File: config.mk
export PLATFORM = sky130hd
export DESIGN_NAME = windowed_load_monitor
export DESIGN_NICKNAME = d
export VERILOG_FILES = /design/src/rtl/wlm_pkg.sv /design/src/rtl/wlm_div.sv /design/src/rtl/wlm_window.sv /design/src/rtl/windowed_load_monitor.sv
export SDC_FILE = /design/constraint.sdc
export NUM_CORES = 2
export LEC_CHECK = 0
export BUFFER_PORTS_ARGS = -buffer_cell sky130_fd_sc_hd__buf_2
export CAP_MARGIN = 20
export CORE_MARGIN = 1
export CORE_UTILIZATION = 40
export DETAILED_ROUTE_END_ITERATION = 10
export GPL_ROUTABILITY_DRIVEN = 0
export GPL_TIMING_DRIVEN = 0
export PLACE_DENSITY_LB_ADDON = 0.05
export SYNTH_ARGS = -nofsm -noshare
export SYNTH_HDL_FRONTEND = slang
export SYNTH_SLANG_ARGS = --single-unit
File: constraint.sdc
create_clock -name i_clk -period 29.4 [get_ports i_clk]
set_input_delay 0 -clock i_clk [delete_from_list [all_inputs] [get_ports i_clk]]
set_output_delay 0 -clock i_clk [all_outputs]
set_load 0.01 [all_outputs]
File: src/rtl/wlm_pkg.sv
// ----------------------------------------------------------------------------
// Windowed load monitor package
// Shared types, operation codes, register indexes and constants.
// ----------------------------------------------------------------------------
package wlm_pkg;

    // Default widths of the window counters and the window sums.
    localparam int COUNTER_WIDTH_DEF = 32;
    localparam int TOTAL_WIDTH_DEF   = 48;

    // Fixed field widths.
    localparam int OP_W      = 3;
    localparam int AMOUNT_W  = 32;
    localparam int ELAPSED_W = 32;
    localparam int PEAK_W    = 32;
    localparam int CORE_W    = 11;
    localparam int LIMIT_W   = 32;
    localparam int PCT_LIM_W = 10;
    localparam int WLEN_W    = 16;
    localparam int CFG_IDX_W = 3;
    localparam int CFG_DATA_W = 32;
    localparam int OPS_W     = 42;
    localparam int PCT_W     = 24;
    localparam int OUT_CNT_W = 32;
    localparam int OUT_SUM_W = 48;

    // Scale factors of the query results.
    localparam int RATE_SCALE     = 1000;
    localparam int PCT_Q8_SCALE   = 25600;
    localparam int PCT_SCALE      = 100;
    // Bits needed to hold any of the products above a counter.
    localparam int PCT_Q8_SCALE_W = 15;
    localparam int PCT_SCALE_W    = 7;

    // Register reset values.
    localparam logic [CORE_W-1:0]    CORE_COUNT_RST     = CORE_W'(1);
    localparam logic [CORE_W-1:0]    CORE_THRESHOLD_RST = CORE_W'(8);
    localparam logic [LIMIT_W-1:0]   RATE_LIMIT_RST     = LIMIT_W'(50000);
    localparam logic [PCT_LIM_W-1:0] CONT_LIMIT_RST     = PCT_LIM_W'(30);
    localparam logic [LIMIT_W-1:0]   LATENCY_LIMIT_RST  = LIMIT_W'(5000);
    localparam logic [WLEN_W-1:0]    WINDOW_LENGTH_RST  = WLEN_W'(1000);

    // Operation codes of an input word.
    localparam logic [OP_W-1:0] OP_TICK    = 3'd0;
    localparam logic [OP_W-1:0] OP_START   = 3'd1;
    localparam logic [OP_W-1:0] OP_END     = 3'd2;
    localparam logic [OP_W-1:0] OP_CONTEND = 3'd3;
    localparam logic [OP_W-1:0] OP_QUERY   = 3'd4;

    // Configuration register indexes.
    localparam logic [CFG_IDX_W-1:0] CFG_CORE_COUNT     = 3'd0;
    localparam logic [CFG_IDX_W-1:0] CFG_CORE_THRESHOLD = 3'd1;
    localparam logic [CFG_IDX_W-1:0] CFG_RATE_LIMIT     = 3'd2;
    localparam logic [CFG_IDX_W-1:0] CFG_CONT_LIMIT     = 3'd3;
    localparam logic [CFG_IDX_W-1:0] CFG_LATENCY_LIMIT  = 3'd4;
    localparam logic [CFG_IDX_W-1:0] CFG_WINDOW_LENGTH  = 3'd5;

    // Sequencer states of the top level.
    typedef enum logic [2:0] {
        S_IDLE,
        S_PREP,
        S_DIV_RATE,
        S_WAIT_RATE,
        S_DIV_PCT,
        S_WAIT_PCT,
        S_DECIDE,
        S_EMIT
    } t_state;

endpackage

File: src/rtl/wlm_div.sv
// ----------------------------------------------------------------------------
// Windowed load monitor divider
// Restoring divider that produces one quotient bit per cycle.
// ----------------------------------------------------------------------------
module wlm_div #(
    parameter int NUM_W = 47,
    parameter int DEN_W = 32
) (
    input  logic             i_clk,
    input  logic             i_rst_n,
    input  logic             i_start,
    input  logic [NUM_W-1:0] i_numer,
    input  logic [DEN_W-1:0] i_denom,
    output logic             o_busy,
    output logic             o_done,
    output logic [NUM_W-1:0] o_quot
);

    localparam int CNT_W = $clog2(NUM_W + 1);

    logic             r_busy;
    logic             r_done;
    logic [CNT_W-1:0] r_cnt;
    logic [NUM_W-1:0] r_quo;
    logic [DEN_W:0]   r_rem;
    logic [DEN_W-1:0] r_den;

    logic [DEN_W:0]   w_rem_sh;
    logic             w_fit;
    logic [DEN_W:0]   w_rem_nx;

    // One step: bring down the next numerator bit and try the subtraction.
    always_comb begin
        w_rem_sh = {r_rem[DEN_W-1:0], r_quo[NUM_W-1]};
        w_fit    = (w_rem_sh >= {1'b0, r_den});
        w_rem_nx = w_fit ? (w_rem_sh - {1'b0, r_den}) : w_rem_sh;
    end

    // Control: busy while the quotient bits are produced, then a one-cycle done pulse.
    always_ff @(posedge i_clk) begin
        if (!i_rst_n) begin
            r_busy <= 1'b0;
            r_done <= 1'b0;
            r_cnt  <= '0;
        end else begin
            r_done <= 1'b0;
            if (i_start) begin
                r_busy <= 1'b1;
                r_cnt  <= CNT_W'(NUM_W);
            end else if (r_busy) begin
                r_cnt <= r_cnt - CNT_W'(1);
                if (r_cnt == CNT_W'(1)) begin
                    r_busy <= 1'b0;
                    r_done <= 1'b1;
                end
            end
        end
    end

    // Datapath: the numerator shifts out as the quotient shifts in.
    always_ff @(posedge i_clk) begin
        if (i_start) begin
            r_quo <= i_numer;
            r_rem <= '0;
            r_den <= i_denom;
        end else if (r_busy) begin
            r_quo <= {r_quo[NUM_W-2:0], w_fit};
            r_rem <= w_rem_nx;
        end
    end

    assign o_busy = r_busy;
    assign o_done = r_done;
    assign o_quot = r_quo;

endmodule

File: src/rtl/wlm_window.sv
// ----------------------------------------------------------------------------
// Windowed load monitor window state
// Saturating counters, sums, latency peak and elapsed time of the window.
// ----------------------------------------------------------------------------
module wlm_window #(
    parameter int COUNTER_WIDTH = wlm_pkg::COUNTER_WIDTH_DEF,
    parameter int TOTAL_WIDTH   = wlm_pkg::TOTAL_WIDTH_DEF
) (
    input  logic                          i_clk,
    input  logic                          i_rst_n,
    input  logic                          i_apply,
    input  logic [wlm_pkg::OP_W-1:0]      i_operation,
    input  logic [wlm_pkg::AMOUNT_W-1:0]  i_amount_us,
    input  logic [wlm_pkg::WLEN_W-1:0]    i_window_length_ms,
    output logic                          o_roll_due,
    output logic [wlm_pkg::ELAPSED_W-1:0] o_elapsed_ms,
    output logic [COUNTER_WIDTH-1:0]      o_op_counter,
    output logic [COUNTER_WIDTH-1:0]      o_contention_counter,
    output logic [TOTAL_WIDTH-1:0]        o_latency_sum,
    output logic [TOTAL_WIDTH-1:0]        o_wait_sum,
    output logic [wlm_pkg::PEAK_W-1:0]    o_latency_peak
);

    logic [wlm_pkg::ELAPSED_W-1:0] r_elapsed;
    logic [COUNTER_WIDTH-1:0]      r_ops;
    logic [COUNTER_WIDTH-1:0]      r_conts;
    logic [TOTAL_WIDTH-1:0]        r_lat_sum;
    logic [TOTAL_WIDTH-1:0]        r_wait_sum;
    logic [wlm_pkg::PEAK_W-1:0]    r_peak;

    logic [TOTAL_WIDTH:0]          w_lat_add;
    logic [TOTAL_WIDTH:0]          w_wait_add;

    // Sums with a carry bit so that an overflow saturates.
    always_comb begin
        w_lat_add  = {1'b0, r_lat_sum} + (TOTAL_WIDTH + 1)'(i_amount_us);
        w_wait_add = {1'b0, r_wait_sum} + (TOTAL_WIDTH + 1)'(i_amount_us);
    end

    // The window restarts on an operation start once it has run its length.
    assign o_roll_due = (r_elapsed >= wlm_pkg::ELAPSED_W'(i_window_length_ms));

    // Update of the window state by one event word.
    always_ff @(posedge i_clk) begin
        if (!i_rst_n) begin
            r_elapsed  <= '0;
            r_ops      <= '0;
            r_conts    <= '0;
            r_lat_sum  <= '0;
            r_wait_sum <= '0;
            r_peak     <= '0;
        end else if (i_apply) begin
            case (i_operation)
                wlm_pkg::OP_TICK: begin
                    if (r_elapsed != '1) begin
                        r_elapsed <= r_elapsed + wlm_pkg::ELAPSED_W'(1);
                    end
                end
                wlm_pkg::OP_START: begin
                    if (o_roll_due) begin
                        r_elapsed  <= '0;
                        r_ops      <= '0;
                        r_conts    <= '0;
                        r_lat_sum  <= '0;
                        r_wait_sum <= '0;
                        r_peak     <= '0;
                    end
                end
                wlm_pkg::OP_END: begin
                    if (r_ops != '1) begin
                        r_ops <= r_ops + COUNTER_WIDTH'(1);
                    end
                    r_lat_sum <= w_lat_add[TOTAL_WIDTH] ? '1 : w_lat_add[TOTAL_WIDTH-1:0];
                    if (i_amount_us > r_peak) begin
                        r_peak <= i_amount_us;
                    end
                end
                wlm_pkg::OP_CONTEND: begin
                    if (r_conts != '1) begin
                        r_conts <= r_conts + COUNTER_WIDTH'(1);
                    end
                    r_wait_sum <= w_wait_add[TOTAL_WIDTH] ? '1 : w_wait_add[TOTAL_WIDTH-1:0];
                end
                default: begin
                    // Queries and unknown codes leave the window as it is.
                end
            endcase
        end
    end

    assign o_elapsed_ms         = r_elapsed;
    assign o_op_counter         = r_ops;
    assign o_contention_counter = r_conts;
    assign o_latency_sum        = r_lat_sum;
    assign o_wait_sum           = r_wait_sum;
    assign o_latency_peak       = r_peak;

endmodule

File: src/rtl/windowed_load_monitor.sv
// ----------------------------------------------------------------------------
// Windowed load monitor
// Tracks per-window load statistics and answers queries with rates,
// contention percentage and a switch recommendation.
// ----------------------------------------------------------------------------
// An event word's result is loaded into the result register after the word is taken; a query's
// result follows two bit-serial divisions on the shared divider, one quotient bit per cycle,
// and a zero elapsed time or operation count skips its division. The block takes no new word
// until the result of the previous word has been loaded into the result register.
// Reset (synchronous, active low) clears the window and loads the register defaults.
module windowed_load_monitor #(
    parameter int COUNTER_WIDTH = wlm_pkg::COUNTER_WIDTH_DEF,
    parameter int TOTAL_WIDTH   = wlm_pkg::TOTAL_WIDTH_DEF
) (
    input  logic                            i_clk,
    input  logic                            i_rst_n,
    // Event channel
    input  logic                            i_valid,
    output logic                            o_ready,
    input  logic [wlm_pkg::OP_W-1:0]        i_operation,
    input  logic [wlm_pkg::AMOUNT_W-1:0]    i_amount_us,
    // Result channel
    output logic                            o_valid,
    input  logic                            i_ready,
    output logic                            o_switch_flag,
    output logic [wlm_pkg::OPS_W-1:0]       o_ops_per_second,
    output logic [wlm_pkg::PEAK_W-1:0]      o_worst_latency_us,
    output logic [wlm_pkg::PCT_W-1:0]       o_contention_percent_q8,
    output logic [wlm_pkg::OUT_CNT_W-1:0]   o_window_ops,
    output logic [wlm_pkg::OUT_CNT_W-1:0]   o_window_contentions,
    output logic [wlm_pkg::OUT_SUM_W-1:0]   o_window_latency_total_us,
    output logic [wlm_pkg::OUT_SUM_W-1:0]   o_window_wait_total_us,
    output logic                            o_rolled_over,
    // Configuration port
    input  logic                            i_cfg_we,
    input  logic [wlm_pkg::CFG_IDX_W-1:0]   i_cfg_index,
    input  logic [wlm_pkg::CFG_DATA_W-1:0]  i_cfg_data
);

    localparam int NUM_W  = COUNTER_WIDTH + wlm_pkg::PCT_Q8_SCALE_W;
    localparam int DEN_W  = (COUNTER_WIDTH > wlm_pkg::ELAPSED_W) ?
                            COUNTER_WIDTH : wlm_pkg::ELAPSED_W;
    localparam int PROD_W = COUNTER_WIDTH + wlm_pkg::PCT_LIM_W;
    localparam int EXT_W  = (NUM_W > wlm_pkg::OPS_W) ? NUM_W : wlm_pkg::OPS_W;

    // Configuration registers
    logic [wlm_pkg::CORE_W-1:0]    r_core_count;
    logic [wlm_pkg::CORE_W-1:0]    r_core_threshold;
    logic [wlm_pkg::LIMIT_W-1:0]   r_rate_limit;
    logic [wlm_pkg::PCT_LIM_W-1:0] r_cont_limit;
    logic [wlm_pkg::LIMIT_W-1:0]   r_latency_limit;
    logic [wlm_pkg::WLEN_W-1:0]    r_window_length;

    // Sequencer
    wlm_pkg::t_state r_state;
    wlm_pkg::t_state n_state;
    logic            w_accept;
    logic            w_div_start;
    logic            w_load_out;

    // Window state
    logic                          w_roll_due;
    logic [wlm_pkg::ELAPSED_W-1:0] w_elapsed;
    logic [COUNTER_WIDTH-1:0]      w_ops;
    logic [COUNTER_WIDTH-1:0]      w_conts;
    logic [TOTAL_WIDTH-1:0]        w_lat_sum;
    logic [TOTAL_WIDTH-1:0]        w_wait_sum;
    logic [wlm_pkg::PEAK_W-1:0]    w_peak;

    // Query datapath
    logic                          r_query;
    logic                          r_rolled;
    logic [NUM_W-1:0]              r_num_rate;
    logic [NUM_W-1:0]              r_num_pct;
    logic [PROD_W-1:0]             r_prod_cont;
    logic [PROD_W-1:0]             r_prod_ops;
    logic [wlm_pkg::OPS_W-1:0]     r_ops_ps;
    logic [wlm_pkg::PCT_W-1:0]     r_pct;
    logic                          r_flag;
    logic [wlm_pkg::PEAK_W-1:0]    r_worst;

    // Shared divider
    logic [NUM_W-1:0]              w_div_numer;
    logic [DEN_W-1:0]              w_div_denom;
    logic                          w_div_busy;
    logic                          w_div_done;
    logic [NUM_W-1:0]              w_div_quot;
    logic [EXT_W-1:0]              w_quot_ext;

    // Result register
    logic                          r_out_valid;
    logic                          r_out_flag;
    logic [wlm_pkg::OPS_W-1:0]     r_out_ops_ps;
    logic [wlm_pkg::PEAK_W-1:0]    r_out_worst;
    logic [wlm_pkg::PCT_W-1:0]     r_out_pct;
    logic [wlm_pkg::OUT_CNT_W-1:0] r_out_ops;
    logic [wlm_pkg::OUT_CNT_W-1:0] r_out_conts;
    logic [wlm_pkg::OUT_SUM_W-1:0] r_out_lat_sum;
    logic [wlm_pkg::OUT_SUM_W-1:0] r_out_wait_sum;
    logic                          r_out_rolled;

    // Configuration register writes.
    always_ff @(posedge i_clk) begin
        if (!i_rst_n) begin
            r_core_count     <= wlm_pkg::CORE_COUNT_RST;
            r_core_threshold <= wlm_pkg::CORE_THRESHOLD_RST;
            r_rate_limit     <= wlm_pkg::RATE_LIMIT_RST;
            r_cont_limit     <= wlm_pkg::CONT_LIMIT_RST;
            r_latency_limit  <= wlm_pkg::LATENCY_LIMIT_RST;
            r_window_length  <= wlm_pkg::WINDOW_LENGTH_RST;
        end else if (i_cfg_we) begin
            unique case (i_cfg_index)
                wlm_pkg::CFG_CORE_COUNT: begin
                    r_core_count <= i_cfg_data[wlm_pkg::CORE_W-1:0];
                end
                wlm_pkg::CFG_CORE_THRESHOLD: begin
                    r_core_threshold <= i_cfg_data[wlm_pkg::CORE_W-1:0];
                end
                wlm_pkg::CFG_RATE_LIMIT: begin
                    r_rate_limit <= i_cfg_data[wlm_pkg::LIMIT_W-1:0];
                end
                wlm_pkg::CFG_CONT_LIMIT: begin
                    r_cont_limit <= i_cfg_data[wlm_pkg::PCT_LIM_W-1:0];
                end
                wlm_pkg::CFG_LATENCY_LIMIT: begin
                    r_latency_limit <= i_cfg_data[wlm_pkg::LIMIT_W-1:0];
                end
                wlm_pkg::CFG_WINDOW_LENGTH: begin
                    r_window_length <= i_cfg_data[wlm_pkg::WLEN_W-1:0];
                end
                default: begin
                    // Indexes past the register list are ignored.
                end
            endcase
        end
    end

    assign w_accept = i_valid && o_ready;

    // Window state, updated at the edge where an event word is taken.
    wlm_window #(
        .COUNTER_WIDTH (COUNTER_WIDTH),
        .TOTAL_WIDTH   (TOTAL_WIDTH)
    ) u_window (
        .i_clk                (i_clk),
        .i_rst_n              (i_rst_n),
        .i_apply              (w_accept),
        .i_operation          (i_operation),
        .i_amount_us          (i_amount_us),
        .i_window_length_ms   (r_window_length),
        .o_roll_due           (w_roll_due),
        .o_elapsed_ms         (w_elapsed),
        .o_op_counter         (w_ops),
        .o_contention_counter (w_conts),
        .o_latency_sum        (w_lat_sum),
        .o_wait_sum           (w_wait_sum),
        .o_latency_peak       (w_peak)
    );

    // The divider serves the rate first, then the contention percentage.
    always_comb begin
        if (r_state == wlm_pkg::S_DIV_PCT) begin
            w_div_numer = r_num_pct;
            w_div_denom = DEN_W'(w_ops);
        end else begin
            w_div_numer = r_num_rate;
            w_div_denom = DEN_W'(w_elapsed);
        end
    end

    wlm_div #(
        .NUM_W (NUM_W),
        .DEN_W (DEN_W)
    ) u_div (
        .i_clk   (i_clk),
        .i_rst_n (i_rst_n),
        .i_start (w_div_start),
        .i_numer (w_div_numer),
        .i_denom (w_div_denom),
        .o_busy  (w_div_busy),
        .o_done  (w_div_done),
        .o_quot  (w_div_quot)
    );

    assign w_quot_ext = EXT_W'(w_div_quot);

    // Sequencer state register.
    always_ff @(posedge i_clk) begin
        if (!i_rst_n) begin
            r_state <= wlm_pkg::S_IDLE;
        end else begin
            r_state <= n_state;
        end
    end

    // Sequencer next state and strobes.
    always_comb begin
        n_state     = r_state;
        o_ready     = 1'b0;
        w_div_start = 1'b0;
        w_load_out  = 1'b0;
        unique case (r_state)
            wlm_pkg::S_IDLE: begin
                o_ready = 1'b1;
                if (i_valid) begin
                    n_state = (i_operation == wlm_pkg::OP_QUERY) ?
                              wlm_pkg::S_PREP : wlm_pkg::S_EMIT;
                end
            end
            wlm_pkg::S_PREP: begin
                n_state = wlm_pkg::S_DIV_RATE;
            end
            wlm_pkg::S_DIV_RATE: begin
                if (w_elapsed != '0) begin
                    w_div_start = 1'b1;
                    n_state     = wlm_pkg::S_WAIT_RATE;
                end else begin
                    n_state = wlm_pkg::S_DIV_PCT;
                end
            end
            wlm_pkg::S_WAIT_RATE: begin
                if (w_div_done) begin
                    n_state = wlm_pkg::S_DIV_PCT;
                end
            end
            wlm_pkg::S_DIV_PCT: begin
                if (w_ops != '0) begin
                    w_div_start = 1'b1;
                    n_state     = wlm_pkg::S_WAIT_PCT;
                end else begin
                    n_state = wlm_pkg::S_DECIDE;
                end
            end
            wlm_pkg::S_WAIT_PCT: begin
                if (w_div_done) begin
                    n_state = wlm_pkg::S_DECIDE;
                end
            end
            wlm_pkg::S_DECIDE: begin
                n_state = wlm_pkg::S_EMIT;
            end
            wlm_pkg::S_EMIT: begin
                if (!r_out_valid || i_ready) begin
                    w_load_out = 1'b1;
                    n_state    = wlm_pkg::S_IDLE;
                end
            end
            default: begin
                n_state = wlm_pkg::S_IDLE;
            end
        endcase
    end

    // Query datapath: scaled numerators, saturated quotients and the decision.
    always_ff @(posedge i_clk) begin
        if (w_accept) begin
            r_query  <= (i_operation == wlm_pkg::OP_QUERY);
            r_rolled <= (i_operation == wlm_pkg::OP_START) && w_roll_due;
        end
        if (r_state == wlm_pkg::S_PREP) begin
            r_num_rate  <= NUM_W'(w_ops) * NUM_W'(wlm_pkg::RATE_SCALE);
            r_num_pct   <= NUM_W'(w_conts) * NUM_W'(wlm_pkg::PCT_Q8_SCALE);
            r_prod_cont <= PROD_W'(w_conts) * PROD_W'(wlm_pkg::PCT_SCALE);
            r_prod_ops  <= PROD_W'(w_ops) * PROD_W'(r_cont_limit);
            r_ops_ps    <= '0;
            r_pct       <= '0;
        end
        if (r_state == wlm_pkg::S_WAIT_RATE && w_div_done) begin
            r_ops_ps <= (|(w_quot_ext >> wlm_pkg::OPS_W)) ? '1 :
                        w_quot_ext[wlm_pkg::OPS_W-1:0];
        end
        if (r_state == wlm_pkg::S_WAIT_PCT && w_div_done) begin
            r_pct <= (|(w_div_quot >> wlm_pkg::PCT_W)) ? '1 :
                     w_div_quot[wlm_pkg::PCT_W-1:0];
        end
        if (r_state == wlm_pkg::S_DECIDE) begin
            r_worst <= (w_ops != '0) ? w_peak : '0;
            r_flag  <= (r_core_count >= r_core_threshold) &&
                       ((r_ops_ps > wlm_pkg::OPS_W'(r_rate_limit)) ||
                        ((w_ops != '0) && (r_prod_cont > r_prod_ops)) ||
                        ((w_ops != '0) && (w_peak > r_latency_limit)));
        end
    end

    // Result register; it holds a word until the consumer takes it.
    always_ff @(posedge i_clk) begin
        if (!i_rst_n) begin
            r_out_valid <= 1'b0;
        end else if (w_load_out) begin
            r_out_valid <= 1'b1;
        end else if (i_ready) begin
            r_out_valid <= 1'b0;
        end
    end

    always_ff @(posedge i_clk) begin
        if (w_load_out) begin
            r_out_flag     <= r_query && r_flag;
            r_out_ops_ps   <= r_query ? r_ops_ps : '0;
            r_out_worst    <= r_query ? r_worst : '0;
            r_out_pct      <= r_query ? r_pct : '0;
            r_out_ops      <= wlm_pkg::OUT_CNT_W'(w_ops);
            r_out_conts    <= wlm_pkg::OUT_CNT_W'(w_conts);
            r_out_lat_sum  <= wlm_pkg::OUT_SUM_W'(w_lat_sum);
            r_out_wait_sum <= wlm_pkg::OUT_SUM_W'(w_wait_sum);
            r_out_rolled   <= r_rolled;
        end
    end

    assign o_valid                   = r_out_valid;
    assign o_switch_flag             = r_out_flag;
    assign o_ops_per_second          = r_out_ops_ps;
    assign o_worst_latency_us        = r_out_worst;
    assign o_contention_percent_q8   = r_out_pct;
    assign o_window_ops              = r_out_ops;
    assign o_window_contentions      = r_out_conts;
    assign o_window_latency_total_us = r_out_lat_sum;
    assign o_window_wait_total_us    = r_out_wait_sum;
    assign o_rolled_over             = r_out_rolled;

    // The divider is never restarted while a division is running.
    a_div_start_idle: assert property (@(posedge i_clk) disable iff (!i_rst_n)
        w_div_start |-> !w_div_busy)
        else $error("divider started while busy");

    // An event word other than a query goes straight to the result stage.
    a_event_to_emit: assert property (@(posedge i_clk) disable iff (!i_rst_n)
        (w_accept && i_operation != wlm_pkg::OP_QUERY) |=> r_state == wlm_pkg::S_EMIT)
        else $error("event word did not go to the result stage");

    // A finished word waits while the previous result is still held.
    a_emit_waits: assert property (@(posedge i_clk) disable iff (!i_rst_n)
        (r_state == wlm_pkg::S_EMIT && r_out_valid && !i_ready)
        |=> r_state == wlm_pkg::S_EMIT)
        else $error("result overwritten before it was taken");

    // A rollover word is an operation start, never a recommendation.
    a_roll_no_flag: assert property (@(posedge i_clk) disable iff (!i_rst_n)
        r_out_valid |-> !(r_out_rolled && r_out_flag))
        else $error("rollover and switch flag in the same word");

endmodule

==> flow_summary_export.csv <==
group,metric,value,unit
status,status,"finished with violations",
status,failed_checks,"DRC",
global_routing,grt_start_max_net_pins,43,
synthesis,yosys_warnings,0,
worst_setup_path,end_kind,"register",
synthesis,ys_types,96,
cts,cts_max_level,3,
sta,tightest_slew,1.235,ns
floorplan,start_util,0.4035,
synthesis,synth_flop_cell,"edfxtp_1",
sta,min_period_over_period,0.2591,
synthesis,netlist_instances,6158,
synthesis,synth_edf_count,558,
worst_setup_path,cpMaxStageDelayCell,"clkbuf_1",
detailed_routing,drt_wl_total,195.3,mm
global_routing,grt_util_all_layers,0.2473,
sta,slew_violations,0,
finish,final_common_cell,"nand2_1",
pwr,irDropWorstVdd,0.04275,mV
finish,final_layout_size_suffix_gt1_frac,0.09245,
detailed_routing,firstDrtPassIters,8,
worst_hold_path,hp-start,"i_cfg_data[26]",
detailed_routing,drc,219,
worst_setup_path,critical_path.max_stage_delay,0.75,ns
worst_hold_path,min_to,"r_rate_limit[26]",
synthesis,synth-seq-cells,938,
synthesis,synthesis.nets,7158,
floorplan,fp.dieW,396.5,um
cts,clock-sinks,938,
cts,clockBufferDepth,3,
detailed_routing,ant_nets,0,
synthesis,syn_area,62240,sq um
global_routing,grt_pass1_wl,293.4,mm
cts,cts_resized,0,
worst_setup_path,reg2reg_slack,21.78,ns
finish,final_nets,7711,
worst_setup_path,reg2reg_depth,24,
floorplan,core_area,154200,sq um
worst_setup_path,r2r-end,"r_prod_ops[41]",
global_routing,antenna_found_initial,10,
global_routing,grt_overflow,0,
finish,finish.utilization,0.4631,
pwr,total_power,0.003617,W
cts,numCtsBuffers,105,
floorplan,fp.dieH,396.5,um
worst_setup_path,startpoint_type,"register",
worst_setup_path,r2r-start,"r_cont_limit[3]",
sta,max_slew_margin,0.1764,
worst_hold_path,hold_depth,4,
detailed_routing,routedWlPerCell,22.06,um
detailed_routing,vias,46870,
synthesis,yosysSeqAreaShare,0.3915,
cts,cts.clk_slew.worst_paths,0.06,ns
worst_setup_path,path_delay_family,"adder cells",
sta,rsz0062_at_grt,"no",
worst_setup_path,crit_chain,"clkbuf_1 > clkbuf_1 > nand2_1 > fa_1 > inv_1 > fa_1 > inv_1 > fa_1 > inv_1 > fa_1 > inv_1 > fa_1 > inv_1 > ha_1 > nand3_1 > nor4_1 > nor3_2 > o21ai_2 > a2111o_1 > a31o_4 > a311oi_4 > o21ai_2 > a221oi_2 > xnor2_1",
global_routing,first_global_vias,46590,
cts,clock_latency,0.76,ns
pwr,p_leak,31.86,nW
place,io_buffers,336,
synthesis,async_flop_share,0,
sta,finalSetupViolCount,0,
worst_setup_path,cp_data_arrival_time,8.11,ns
worst_setup_path,worst-path-buf-inv,7,
cts,cts_root_buffer,"clkbuf_16",
sta,hold_viol_final,0,
pwr,p_per_area,50.64,nW/um^2
synthesis,avgSynthCellArea,10.11,sq um
sta,skew,0.04686,ns
cts,cts_tree,"built",
place,dpl.hpwl,155.7,mm
cts,cts_setup_buffers,0,
worst_hold_path,hold_class,"in -> reg",
worst_setup_path,critPathRequiredTime,29.89,ns
sta,tns,0,ns
detailed_routing,via_per_inst,5.294,
run,max-cap-violations,0,
sta,holdWs,0.06317,ns
detailed_routing,dr.first_iter.drc_count,3042,
sta,max_freq,131.3,MHz
floorplan,die-area,157200,sq um
cts,hold_buffers,86,
worst_setup_path,crit_fanout,10,
floorplan,rows,144,
finish,syn_to_final_growth,14.77,%
worst_setup_path,critPathKind,"reg -> reg",
sta,min_period,7.617,ns
finish,mostFrequentLayoutCells,"nand2_1 (690), inv_1 (649), edfxtp_1 (558)",
floorplan,io_pins,337,
[registers in the layout, indices dropped and copies added (netlist names), 37 cells and up]
register,flops
u_window.o_wait_sum,48
r_prod_ops,42
r_prod_cont,37
o_window_latency_total_us,48
u_div.o_quot,47
u_window.o_latency_sum,48
r_num_rate,39
o_window_wait_total_us,48
o_ops_per_second,42
r_ops_ps,42
[metrics by stage]
| stage | setup slack (ns) | area [sq um] | instances |
|---|---|---|---|
| after floorplan | 16.78 | 62240 | 6158 |
| after global placement | 10.47 | 66480 | 8538 |
| after detailed placement | 21.92 | 66950 | 8561 |
| after CTS | 21.85 | 71390 | 8847 |
| after global routing | 21.49 | 71410 | 8849 |
| final | 21.78 | 71430 | 8855 |
[worst reg2reg max path, delay by kind of cell (launching register included)]
kind / cells / cell delay, ns
AND/OR/NAND/NOR: 4 / 0.76
AO/OA/AOI/OAI: 6 / 1.69
flip-flops: 1 / 0.31
XOR/XNOR: 1 / 0.10
adder cells (fa/ha/maj): 6 / 2.98
buffers and inverters: 7 / 1.50
[cells by family after synthesis]
| logic type | count (synthesis) | share of synthesized area |
|---|---|---|
| buffers and inverters | 897 | 0.05474 |
| adders and majority gates | 925 | 0.2325 |
| xor gates and xnor gates | 269 | 0.03786 |
| and+or+nand+nor | 1814 | 0.1405 |
| AOI/OAI and AO/OA | 1223 | 0.1275 |
| muxes | 92 | 0.01536 |
| DFF | 938 | 0.3915 |
[power by group]
part | internal (W) | switching, W | leakage [nW] | total (W)
clock | 0.000781 | 0.000577 | 1.75 | 0.00136
sequential | 0.00153 | 0.0000621 | 8.31 | 0.00159
combinational | 0.000248 | 0.000418 | 21.8 | 0.000667
[cells in the mapped netlist, types with 106 or more instances]
cell type | count | share of area
clkbuf_1 | 215 | 0.013
dfxtp_1 | 380 | 0.12
a21oi_1 | 369 | 0.030
inv_1 | 649 | 0.039
nor2_1 | 300 | 0.018
nand3_1 | 122 | 0.0098
nand2_1 | 691 | 0.042
o21a_1 | 106 | 0.013
and2_1 | 299 | 0.030
xnor2_1 | 192 | 0.027
o21ai_0 | 235 | 0.019
ha_1 | 539 | 0.11
fa_1 | 386 | 0.12
edfxtp_1 | 558 | 0.27
a21o_1 | 170 | 0.021
[worst max-delay path by stage]
stage | depth (start not counted) | slack, ns | from | to
floorplan | 4 | 16.78 | r_state[1] | o_contention_percent_q8[0]
global placement | 4 | 10.47 | r_state[1] | o_window_ops[24]
detailed placement | 24 | 21.92 | r_cont_limit[3] | r_prod_ops[41]
CTS | 24 | 21.85 | r_cont_limit[3] | r_prod_ops[41]
global route | 24 | 21.49 | r_cont_limit[3] | r_prod_ops[41]
finish | 24 | 21.78 | r_cont_limit[3] | r_prod_ops[41]
[routing by layer]
metal / up-vias / share of wire / wire [um] / track usage
met5: - / 0.000067 / 13 / 0
met4: 2 / 0.033 / 6414 / 0.08246
met3: 236 / 0.041 / 7960 / 0.02452
met2: 1064 / 0.48 / 94480 / 0.4203
met1: 23210 / 0.44 / 86470 / 0.3285
li1: 22360 / - / - / -
[layout make-up]
class / instances / area (sq um)
fillers: 14930 / 82800
multi-input cells: 4323 / 34500
flip-flops and latches: 938 / 24360
clock buffers: 160 / 3161
repair buffers: 446 / 3000
well taps: 2044 / 2557
inverters: 650 / 2440
plain buffers: 247 / 968.4
clock inverters: 40 / 419.2
diodes: 7 / 17.52
Note: power is estimated with default switching activity, not from simulation.
